### config.mk
export PLATFORM = sky130hd
export DESIGN_NAME = trial_division_prime_test_unit
export DESIGN_NICKNAME = d
export VERILOG_FILES = /design/src/rtl/core/tdp_pkg.sv /design/src/rtl/core/tdp_rem.sv /design/src/rtl/core/tdp_cand.sv /design/src/rtl/core/trial_division_prime_test_unit.sv
export SDC_FILE = /design/constraint.sdc
export NUM_CORES = 1
export LEC_CHECK = 0
export BUFFER_PORTS_ARGS = -buffer_cell sky130_fd_sc_hd__buf_2
export CAP_MARGIN = 10
export CORE_MARGIN = 5
export CORE_UTILIZATION = 45
export CTS_BUF_LIST = sky130_fd_sc_hd__clkbuf_16
export CTS_CLUSTER_DIAMETER = 200
export DETAILED_ROUTE_END_ITERATION = 10
export GPL_ROUTABILITY_DRIVEN = 1
export PLACE_DENSITY_LB_ADDON = 0.25
export SLEW_MARGIN = 20
export SYNTH_ARGS = -nofsm -noshare
export SYNTH_HDL_FRONTEND = slang
export SYNTH_SLANG_ARGS = --single-unit
export TNS_END_PERCENT = 50
### constraint.sdc
create_clock -name clk -period 21.6 [get_ports clk]
set_input_delay 2.16 -clock clk [delete_from_list [all_inputs] [get_ports clk]]
set_output_delay 2.16 -clock clk [all_outputs]
set_load 0.02 [all_outputs]
### src/rtl/core/tdp_pkg.sv
package tdp_pkg;

  localparam int NUMBER_BITS = 64;
  localparam int SQ_BITS     = NUMBER_BITS + 1;
  localparam int CNT_BITS    = $clog2(NUMBER_BITS);

  typedef logic [NUMBER_BITS-1:0] number_t;
  typedef logic [SQ_BITS-1:0]     square_t;
  typedef logic [CNT_BITS-1:0]    count_t;

  localparam count_t CNT_LAST = CNT_BITS'(NUMBER_BITS - 1);

  // command to the remainder unit
  typedef struct packed {
    logic start;
  } rem_cmd_t;

  // status back from the remainder unit
  typedef struct packed {
    logic busy;
    logic done;
    logic zero;
  } rem_stat_t;

  // command to the candidate generator
  typedef struct packed {
    logic init;
    logic step;
  } cand_cmd_t;

endpackage

### src/rtl/core/tdp_rem.sv
module tdp_rem (
  input  logic              clk,
  input  logic              rst,
  input  tdp_pkg::rem_cmd_t cmd,
  input  tdp_pkg::number_t  dividend,
  input  tdp_pkg::number_t  divisor,
  output tdp_pkg::rem_stat_t stat
);
  import tdp_pkg::*;

  number_t q;
  number_t r;
  number_t r_next;
  count_t  cnt;
  logic    busy;
  logic    done;
  logic    zero;
  logic [NUMBER_BITS:0] trial;

  // one quotient bit per cycle, restoring
  always_comb begin
    trial = {r, q[NUMBER_BITS-1]};
    if (trial >= {1'b0, divisor}) begin
      r_next = NUMBER_BITS'(trial - {1'b0, divisor});
    end else begin
      r_next = trial[NUMBER_BITS-1:0];
    end
  end

  always_ff @(posedge clk) begin
    if (rst) begin
      busy <= 1'b0;
      done <= 1'b0;
      zero <= 1'b0;
    end else begin
      done <= 1'b0;
      if (cmd.start && !busy) begin
        q    <= dividend;
        r    <= '0;
        cnt  <= CNT_LAST;
        busy <= 1'b1;
      end else if (busy) begin
        q   <= {q[NUMBER_BITS-2:0], 1'b0};
        r   <= r_next;
        cnt <= cnt - count_t'(1);
        if (cnt == '0) begin
          busy <= 1'b0;
          done <= 1'b1;
          zero <= (r_next == '0);
        end
      end
    end
  end

  assign stat.busy = busy;
  assign stat.done = done;
  assign stat.zero = zero;

endmodule

### src/rtl/core/tdp_cand.sv
module tdp_cand (
  input  logic               clk,
  input  tdp_pkg::cand_cmd_t cmd,
  input  tdp_pkg::number_t   n,
  output tdp_pkg::number_t   d,
  output logic               over
);
  import tdp_pkg::*;

  square_t sq;
  square_t d4;

  // d stays far below 2^62, so its top bit is always clear
  assign d4   = {d[NUMBER_BITS-2:0], 2'b00};
  assign over = (sq > {1'b0, n});

  // odd candidates only: (d+2)^2 = d^2 + 4d + 4
  always_ff @(posedge clk) begin
    if (cmd.init) begin
      d  <= NUMBER_BITS'(3);
      sq <= SQ_BITS'(9);
    end else if (cmd.step) begin
      d  <= d + NUMBER_BITS'(2);
      sq <= sq + d4 + SQ_BITS'(4);
    end
  end

endmodule

### src/rtl/core/trial_division_prime_test_unit.sv
// negatives, 0, 1, 2 and even numbers are settled by the screen state alone
// otherwise each odd candidate divisor, 3 up to floor(sqrt(n)), is tried in turn
// by the bit-serial remainder unit; one transaction is worked on at a time
// a finished result waits in the output register while the next transaction is taken
// rst is synchronous, active high; clears control state, nothing else to clear
module trial_division_prime_test_unit (
  input  logic             clk,
  input  logic             rst,
  input  logic             in_valid,
  output logic             in_stall,
  input  tdp_pkg::number_t number,
  output logic             out_valid,
  input  logic             out_stall,
  output logic             is_prime
);
  import tdp_pkg::*;

  typedef enum logic [2:0] {
    S_IDLE,
    S_SCREEN,
    S_CHECK,
    S_DIV,
    S_FINISH
  } state_t;

  state_t    state;
  number_t   n;
  logic      res;
  rem_cmd_t  rem_cmd;
  rem_stat_t rem_stat;
  cand_cmd_t cand_cmd;
  number_t   cand_d;
  logic      cand_over;
  logic      n_below_two;
  logic      out_load;

  // bit-serial remainder of n by the current candidate
  tdp_rem u_rem (
    .clk      (clk),
    .rst      (rst),
    .cmd      (rem_cmd),
    .dividend (n),
    .divisor  (cand_d),
    .stat     (rem_stat)
  );

  // odd candidate divisor and its running square
  tdp_cand u_cand (
    .clk  (clk),
    .cmd  (cand_cmd),
    .n    (n),
    .d    (cand_d),
    .over (cand_over)
  );

  assign n_below_two = (n[NUMBER_BITS-1:1] == '0);

  // only idle takes a new transaction
  assign in_stall = (state != S_IDLE);

  // finish loads the output register once it is free or being emptied
  assign out_load = (state == S_FINISH) && (!out_valid || !out_stall);

  always_comb begin
    rem_cmd.start = (state == S_CHECK) && !cand_over;
    cand_cmd.init = (state == S_SCREEN);
    cand_cmd.step = (state == S_DIV) && rem_stat.done && !rem_stat.zero;
  end

  always_ff @(posedge clk) begin
    if (rst) begin
      state     <= S_IDLE;
      out_valid <= 1'b0;
    end else begin
      if (out_load) begin
        out_valid <= 1'b1;
        is_prime  <= res;
      end else if (out_valid && !out_stall) begin
        out_valid <= 1'b0;
      end
      unique case (state)
        S_IDLE: begin
          if (in_valid) begin
            n     <= number;
            state <= S_SCREEN;
          end
        end
        S_SCREEN: begin
          // negatives, zero and one are not prime; two is; other evens are not
          priority if (n[NUMBER_BITS-1] || n_below_two) begin
            res   <= 1'b0;
            state <= S_FINISH;
          end else if (n == NUMBER_BITS'(2)) begin
            res   <= 1'b1;
            state <= S_FINISH;
          end else if (!n[0]) begin
            res   <= 1'b0;
            state <= S_FINISH;
          end else begin
            state <= S_CHECK;
          end
        end
        S_CHECK: begin
          // square past n: no divisor found
          if (cand_over) begin
            res   <= 1'b1;
            state <= S_FINISH;
          end else begin
            state <= S_DIV;
          end
        end
        S_DIV: begin
          if (rem_stat.done) begin
            if (rem_stat.zero) begin
              res   <= 1'b0;
              state <= S_FINISH;
            end else begin
              state <= S_CHECK;
            end
          end
        end
        S_FINISH: begin
          if (out_load) begin
            state <= S_IDLE;
          end
        end
        default: begin
          state <= S_IDLE;
        end
      endcase
    end
  end

  // remainder unit is never restarted mid-division
  a_start_idle: assert property (@(posedge clk) disable iff (rst)
    rem_cmd.start |-> !rem_stat.busy)
    else $error("remainder start while busy");

  // candidates tried by division are odd and at least three
  a_odd_divisor: assert property (@(posedge clk) disable iff (rst)
    (state == S_DIV) |-> (cand_d[0] && (cand_d >= NUMBER_BITS'(3))))
    else $error("bad divisor in division");

  // a result appears only out of the finish state
  a_out_from_finish: assert property (@(posedge clk) disable iff (rst)
    $rose(out_valid) |-> ($past(state) == S_FINISH))
    else $error("result without finish");

  // division completes only while the sequencer waits for it
  a_done_in_div: assert property (@(posedge clk) disable iff (rst)
    rem_stat.done |-> (state == S_DIV))
    else $error("remainder done outside division");

endmodule

=== Yosys cells after proc, flatten, opt, wreduce, memory -nomap -nowiden ===
Cells that the tools add are included.

* Reduce and logical (&&, ||, !) cells: 28
* Add/sub/neg operators: 5
* Mux-type cells: 27
* Magnitude comparators: 2
* Equal/unequal tests: 11
* Bitwise operators: 3

{| class="wikitable"
|+ Operator list
! cell !! count
|-
| $mux W64 || 4
|-
| $add A65 B3 Y65 const B || 1
|-
| $add A65 B65 Y65 || 1
|-
| $ge A65 B64 Y1 || 1
|-
| $gt A65 B64 Y1 || 1
|-
| $add A64 B2 Y64 const B || 1
|-
| $eq A64 B2 Y1 const B || 1
|-
| $logic_not A64 Y1 || 1
|-
| $sub A64 B64 Y64 || 1
|-
| $logic_not A63 Y1 || 1
|-
| $mux W3 || 8
|-
| $pmux W3 S5 || 1
|-
| $mux W1 || 12
|-
| $reduce_and A3 Y1 || 3
|-
| $eq A3 B2 Y1 const B || 2
|-
| $logic_and A1 B1 Y1 || 6
|-
| $logic_not A6 Y1 || 1
|-
| $mux W6 || 1
|-
| $ne A2 B2 Y1 const B || 3
|-
| $reduce_and A6 Y1 || 1
|-
| $reduce_bool A3 Y1 || 2
|-
| $sub A6 B1 Y6 const B || 1
|-
| $logic_not A1 Y1 || 5
|-
| $ne A2 B1 Y1 const B || 2
|-
| other kinds (10) || 15
|}

* Bits of input ports: 68
* Flip-flop bits (word level): 336
* Word-level logic and storage cells: 89
* Output and inout port bits: 3

=== Longest topological paths before layout ===
Gate-level depths: netlist of run 1.

* Depth in word-level cells: 6
* Depth in mapped cells: 17
* Gate-level depth less buffers: 17

=== By module ===
From an unflattened synthesis of run 1, not the netlist that was laid out.

* Cell total of the unflattened synthesis: 2783
* Area total of the unflattened synthesis: 24079.3 um2

{| class="wikitable"
|+ By module, submodules not included
! module !! cells an instance !! times used !! sequential area each (um2) !! area each (um2)
|-
| tdp_cand || 1339 || 1 || 2502.4 || 10876.7
|-
| tdp_rem || 1320 || 1 || 4083.9 || 10777.8
|-
| trial_division_prime_test_unit || 124 || 1 || 2062.0 || 2424.8
|}

=== Worst setup path before layout of run 1 ===
No wires, ideal clock.

* Path kind: reg-to-reg
* From: reg n[18]
* To: reg u_rem.cnt[0], enable pin
* Cell stages (with the launch flop): 15
* Arrival time: 8163 ps
* Buffers on the path: 0
* Period minus slack after synthesis: 8793 ps
* Setup slack: 12807 ps
* Setup time: 630 ps
* Required time: 20970 ps
* Cell sequence: edfxtp_1 -> inv_1 -> ha_1 -> a21o_1 -> a21o_1 -> a21o_1 -> a21o_1 -> a21o_1 -> a21o_1 -> a221o_1 -> a221oi_1 -> o2111ai_1 -> nand2_1 -> nor2_1 -> nor2_1

* Longest elaborated chain between the ends: 6

{| class="wikitable"
|+ Ends and longest elaborated chain
! what !! line !! source
|-
| from (decl) || trial_division_prime_test_unit.sv:27 || <nowiki>number_t n;</nowiki>
|-
| from (signal assigned) || trial_division_prime_test_unit.sv:84 || <nowiki>n <= number;</nowiki>
|-
| $gt A65 B64 Y1 || tdp_cand.sv:15 || <nowiki>assign over = (sq > {1'b0, n});</nowiki>
|-
| $logic_not A1 Y1 || trial_division_prime_test_unit.sv:65 || <nowiki>rem_cmd.start = (state == S_CHECK) && !cand_over;</nowiki>
|-
| $logic_and A1 B1 Y1 || trial_division_prime_test_unit.sv:65 ||
|-
| $logic_and A1 B1 Y1 || tdp_rem.sv:37 || <nowiki>if (cmd.start && !busy) begin</nowiki>
|-
| $reduce_bool A2 Y1 (no line) || - ||
|-
| $reduce_and A2 Y1 (no line) || - ||
|-
| to (signal assigned) || tdp_rem.sv:45 || <nowiki>cnt <= cnt - count_t'(1);</nowiki>
|-
| to (decl) || tdp_rem.sv:14 || <nowiki>count_t cnt;</nowiki>
|}

Every way passes these cells.
A chain may end at the register's enable or synchronous reset.

=== Worst setup path in the final report of run 1 ===
* From: reg n[6]
* To: reg u_rem.r[59], enable pin

* Longest elaborated chain between the ends: 6

{| class="wikitable"
|+ Ends and longest elaborated chain
! what !! line !! source
|-
| $gt A65 B64 Y1 || tdp_cand.sv:15 ||
|-
| $logic_not A1 Y1 || trial_division_prime_test_unit.sv:65 ||
|-
| $logic_and A1 B1 Y1 || trial_division_prime_test_unit.sv:65 ||
|-
| $logic_and A1 B1 Y1 || tdp_rem.sv:37 ||
|-
| $reduce_bool A2 Y1 (no line) || - ||
|-
| $reduce_and A2 Y1 (no line) || - ||
|-
| to (signal assigned) || tdp_rem.sv:44 || <nowiki>r <= r_next;</nowiki>
|-
| to (decl) || tdp_rem.sv:12 || <nowiki>number_t r;</nowiki>
|}

Every way passes these cells.

==> qor.csv, run 1 <==
metric,value,unit
outcome,"complete, no violations",
relative slew slack,0.202,
DR iter-0 viols,1425,
gpl congestion,0.972,
main area contributors after synthesis,"edfxtp_1 (26%), ha_1 (13%), dfxtp_1 (11%)",
clock root buffer,clkbuf_16,
standard-cell rows,83,
number of global-route vias before repair,18749,
Final Critical Period,5.16,ns
antenna-violating nets left,0,
DIE HEIGHT,238,µm
initial core utilization,0.455,
Post-CTS Setup Bufs,0,
syn_area_per_cell,9.13,µm²
"EDFF count, synth",200,
setup_tns,0,ns
GRT Total Usage,0.223,
Worst-path clk slew,0.06,ns
crit start category,flip-flop,
clk_lat worst skew,0.57,ns
CTS sink cnt,332,
Post-CTS Resized,0,
total number of vias,19194,
max_cap viols,0,
DR pass1 iterations,7,
RSZ-0062 raised after global routing,no,
Clock Skew,0.0184,ns
CTS Buffer Depth,3,
wire per inst,19.6,µm
hold-fix buffers at CTS,0,
Netlist Area Pre-Place,23300,µm²
worst-path fanout max,70,
final wirelength,64600,µm
Vias per Instance,5.83,
"Seq/Total Area, Yosys",0.371,
first-pass GRT wire length,102000,µm
worst-margin pin slew,1.19,ns
Post-synth ARST share,0,
H-Tree Level Count,2,
synth warn,0,
cells after synthesis,2554,
core area,51300,µm²
Syn Nets,2873,
Final WS setup,16.44,ns
total die area,56500,µm²
die width,238,µm
final hold slack,0.428,ns
leading area contributor after synthesis,edfxtp_1,
critical path class,reg2reg,
filler cell count,4872,
Hold WC Path Type,reg2reg,
cell with the most instances after synthesis,ha_1,
CTS tree,yes,
IO Pins,71,
Overflow after GRT,0,
post-synth top area share,0.258,
Synth top cells by count,"ha_1 (249), nand2_1 (236), nor2_1 (217), edfxtp_1 (200), a21oi_1 (196)",
# setup viols final,0,
top_reg_cell synth,edfxtp_1,
share of layout cells above drive strength 1,0.0801,
Detail Placement HPWL,49700,µm
largest net degree at the start of global routing,88,
Pwr per Cell Area,104,nW/µm²
"FF+latch count, synth",332,
P_leak,11.0,nW
Worst Path Arrival,5.34,ns
nets,2899,
area grow syn2layout,9.04,%
Port Buffers,70,
initial antenna violation count,0,
drc violations,0,
Max Transition Viols Final,0,
fin crit share,0.239,
CTS Buf Count,38,
Netlist cell types,76,
fmax,194,MHz
maximum vdd drop,0.0611,mV
pre-CTS setup slack,16.46,ns
Hold Fails Final Rpt,0,
Worst Path Required,21.79,ns
endpoint class of the critical path,flip-flop,
## cells by family after synthesis
group           count (synthesis)  synth area share
fa+ha+maj                     251             0.135
xor+xnor                      170            0.0638
buf+inv                       275            0.0462
mux                           121            0.0556
flops                         332             0.371
compound gates                580             0.158
simple gates                  825             0.170
## layer usage
metal  track usage  wire, µm  up-vias  share of wire
li1              -         -     9301              -
met1         0.300     28900     9261           0.45
met2         0.369     30200      522           0.47
met3        0.0359      3740      110          0.058
met4        0.0693      1830        0          0.028
met5             0         0        -              0
## path summary, 6_finish.rpt
path	end	startpoint	slack (ns)	depth (start not counted)
hold reg to reg	is_prime	res	0.43	0
setup / recovery	u_rem.r[59]	n[6]	16.44	16
hold / removal	is_prime	res	0.43	0
setup reg to reg	u_rem.r[59]	n[6]	16.44	16
## final cells by class
cell class / count / area (µm²) / area share
Clock buffer: 38 / 951 / 0.0374
Timing Repair Buffer: 81 / 433 / 0.0170
Tap cell: 680 / 851 / 0.0335
Multi-Input combinational cell: 1947 / 13600 / 0.536
Inverter: 180 / 676 / 0.0266
Antenna cell: 1 / 2.50 / 0.0000984
Clock inverter: 32 / 235 / 0.00925
Sequential cell: 332 / 8650 / 0.340
## critical path, cell delays in order (launching register included)
cell and delay [ns]:
edfxtp_1 0.40, inv_1 0.08, ha_1 0.24, a21o_1 0.18, a21o_1 0.17, a21oi_1 0.14
o21ai_1 0.09, a221oi_1 0.34, o21ai_1 0.15, a221o_1 0.39, a221oi_1 0.33, o2111ai_1 0.22
nand2_1 0.23, nor2_1 0.11, nor2_4 0.09, buf_4 0.66, buf_4 0.89
## power breakdown
part / total, mW / switching, mW / internal (mW)
clock network: 0.627 / 0.278 / 0.349
registers: 0.962 / 0.0852 / 0.877
logic: 1.05 / 0.667 / 0.380
## through the flow
step / instances / util / total power, mW / instance area [µm²]
after global routing: 3290 / 0.496 / 2.79 / 25400
after floorplan: 2554 / - / 1.73 / 23300
after detailed placement: 3220 / 0.472 / 2.00 / 24200
after CTS: 3290 / 0.496 / 2.64 / 25400
after global placement: 3220 / 0.472 / 1.98 / 24200
final: 3291 / 0.496 / 2.64 / 25400
## registers in the layout (all words and copies together) (netlist names), 3 cells and up
name and count:
n 64, u_rem.q 64, u_rem.r 64, u_cand.d 63, u_cand.sq 62, u_rem.cnt 6, state 3
## cell usage in the layout, fill, tap and decap left out, drive strengths merged, types with 8 or more instances in the layout
cell and instances:
nand4 68, a21o 108, buf 81, o211ai 16, a21oi 203, inv 194, and4 8, clkinv 12
mux2i 53, nor3b 14, edfxtp 200, xnor2 126, nand3 63, o31ai 8, nor2 217, nor4 42
a211oi 20, clkbuf 38, and2 10, o21ai 109, a31oi 22, xor2 44, o21bai 20, and3 15
nand2 236, ha 249, nand2b 24, nor3 57, o21a 17, or3 14, dfxtp 132, mux2 68
nor2b 30
Note: power is estimated with default switching activity, not from simulation.
==> run 2, diff against run 1 <==
==> constraint.sdc (replaced) <==
create_clock -name clk -period 5 [get_ports clk]
set_input_delay 0.5 -clock clk [delete_from_list [all_inputs] [get_ports clk]]
set_output_delay 0.5 -clock clk [all_outputs]
set_load 0.02 [all_outputs]
==> run 2 against run 1 <==
First-iteration DRC count shrank 1.6%. Setup slack lost 16 ns. Hold slack lost 0.28 ns. Fmax grew 17%. Global-route usage shrank 0.21 points. Flip-flop and latch count is the same. Wire length shrank 0.44%. Total power grew to 4.4 times the previous value. Cell count is essentially flat. Cell area grew 0.88%.
==> qor.csv, run 2 (synthesis results as in run 1) <==
metric,value,unit,change
outcome,"complete, no violations",,
placed cell areas,24300,µm²,+0.36%
standard-cell rows,83,,unchanged
DIE HEIGHT,238,µm,unchanged
RSZ-0062 raised after global routing,no,,
Worst Setup SP,n[6],,
final hold slack,0.147,ns,-0.281 ns
DR iter-0 viols,1402,,-1.6%
clock root buffer,clkbuf_16,,
share of layout cells above drive strength 1,0.0853,,+0.00527
Worst Path Arrival,4.57,ns,-0.77 ns
Post-CTS Setup Bufs,0,,unchanged
initial antenna violation count,4,,+4
sequential share of power,0.357,,-0.008
share of total power in combinational logic,0.391,,-0.006
switching portion of total power,0.377,,-0.0135
clk_lat worst skew,0.52,ns,-0.05 ns
"commonest non-fill, non-tap cell in the layout",ha_1,,
total number of vias,19221,,+0.14%
Critical R2R Launch,n[6],,
Max Transition Viols Final,0,,unchanged
first-pass GRT wire length,101000,µm,-0.33%
H-Tree Level Count,2,,unchanged
worst-margin pin slew,1.10,ns,-0.0822 ns
post-layout util,0.500,,+0.00434
Final Instance Area,25700,µm²,+0.88%
number of global-route vias before repair,18577,,-0.92%
nets,2903,,+0.14%
filler cell count,4836,,-0.74%
IO Pins,71,,unchanged
wire per inst,19.5,µm,-0.50%
Overflow after GRT,0,,unchanged
GRT Total Usage,0.220,,-0.00209
drc violations,0,,unchanged
most frequent cells in the layout,"ha_1 (249), nand2_1 (236), nor2_1 (216)",,
relative slew slack,0.245,,+0.0431
power consumption,11.7,mW,+340%
Worst Path Required,5.15,ns,-16.64 ns
setup_tns,0,ns,unchanged
fin crit share,0.884,,+0.645
largest net degree at the start of global routing,135,,+53%
P_leak,11.1,nW,+0.87%
clock network power share,0.253,,+0.015
Post-CTS Resized,0,,unchanged
die width,238,µm,unchanged
fmax,226,MHz,+17%
endpoint class of the critical path,flip-flop,,
Worst-path clk slew,0.06,ns,about the same
Final Critical Period,4.42,ns,-0.741 ns
switching power,4.40,mW,+330%
Ant. Diodes,0,,-1
area grow syn2layout,10.0,%,
internal power,7.26,mW,+350%
worst setup path end,u_rem.q[6],,
final wirelength,64300,µm,-0.44%
RR Endpoint,u_rem.q[6],,
Final WS setup,0.582,ns,-15.86 ns
Hold WC Path Type,in2reg,,
Reg2Reg Depth,15,,-1
worst-path fanout max,134,,+91%
initial core utilization,0.455,,unchanged
core area,51300,µm²,unchanged
Port Buffers,70,,unchanged
gpl congestion,0.932,,-4.1%
critical path class,reg2reg,,
crit start category,flip-flop,,
Detail Placement HPWL,50000,µm,+0.58%
Vias per Instance,5.84,,about the same
antenna-violating nets left,0,,unchanged
CTS Buffer Depth,3,,unchanged
total die area,56500,µm²,unchanged
Clock Skew,0.0146,ns,-0.00376 ns
worst hold start,number[57],,
max_cap viols,0,,unchanged
Largest regs,"n x64, u_rem.q x64, u_rem.r x64",,
CTS Buf Count,37,,-2.6%
pre-CTS setup slack,0.643,ns,-15.82 ns
CTS tree,yes,,
hold-fix buffers at CTS,0,,unchanged
DR pass1 iterations,5,,-2
final non-filler cell total,3293,,+0.061%
Hold Fails Final Rpt,0,,unchanged
CTS sink cnt,332,,unchanged
Pwr per Cell Area,454,nW/µm²,+340%
# setup viols final,0,,unchanged
Placed Instances,3225,,+0.16%
flop2flop setup slack,0.58,ns,-15.86 ns
maximum vdd drop,0.404,mV,+560%
[run 2: changes by cell type in the layout (fill, tap and decap cells not counted), moves of 2 or more]
cell,change
inv_1,-9
buf_12,+4
clkbuf_16,+4
bufinv_16,+3
clkinvlp_4,-2
inv_6,-2
clkinv_1,-2
clkinv_2,+4
[run 2: worst max-delay path, cell delays in order, from the launching register on]
cell and delay (ns):
edfxtp_1 0.39, inv_1 0.07, ha_1 0.31, a21o_1 0.19, a21o_1 0.18, a21oi_1 0.14
o21ai_1 0.09, a221oi_1 0.29, o21ai_1 0.16, a221o_1 0.40, a221oi_1 0.44, o2111ai_1 0.24
nand2_1 0.24, nor2_1 0.13, nor2_4 0.12, buf_12 0.59
[run 2: final cells by class]
type	instances	area [µm²]	area share
inverters	180	676	0.0263
flip-flops and latches	332	8650	0.337
multi-input cells	1947	13600	0.531
clock inverters	26	274	0.0107
clock buffers	42	1050	0.0410
repair buffers	86	520	0.0203
well taps	680	851	0.0332
[run 2: worst min path at each step]
stage                          end  slack [ns]  cells past startpoint
after global routing         n[26]        0.11                      1
final                        n[57]        0.15                      1
after global placement    is_prime        0.41                      0
after floorplan           is_prime        0.40                      0
after CTS                    n[59]        0.12                      1
after detailed placement  is_prime        0.41                      0
[run 2: per-layer routing]
layer / track usage / up-vias / part of all wire
li1: - / 9309 / -
met1: 0.307 / 9306 / 0.45
met2: 0.364 / 509 / 0.47
met3: 0.0276 / 95 / 0.055
met4: 0.0610 / 2 / 0.026
met5: 0 / - / 0.00020
[run 2: power by group through the flow]
stage          registers, mW  clock network, mW  logic [mW]
6_report                4.15               2.94        4.55
5_1_grt                 4.19               3.12        4.97
4_1_cts                 4.14               3.00        4.51
3_5_place_dp            4.19                  0        4.48
3_3_place_gp            4.19                  0        4.41
2_1_floorplan           4.04                  0        3.35
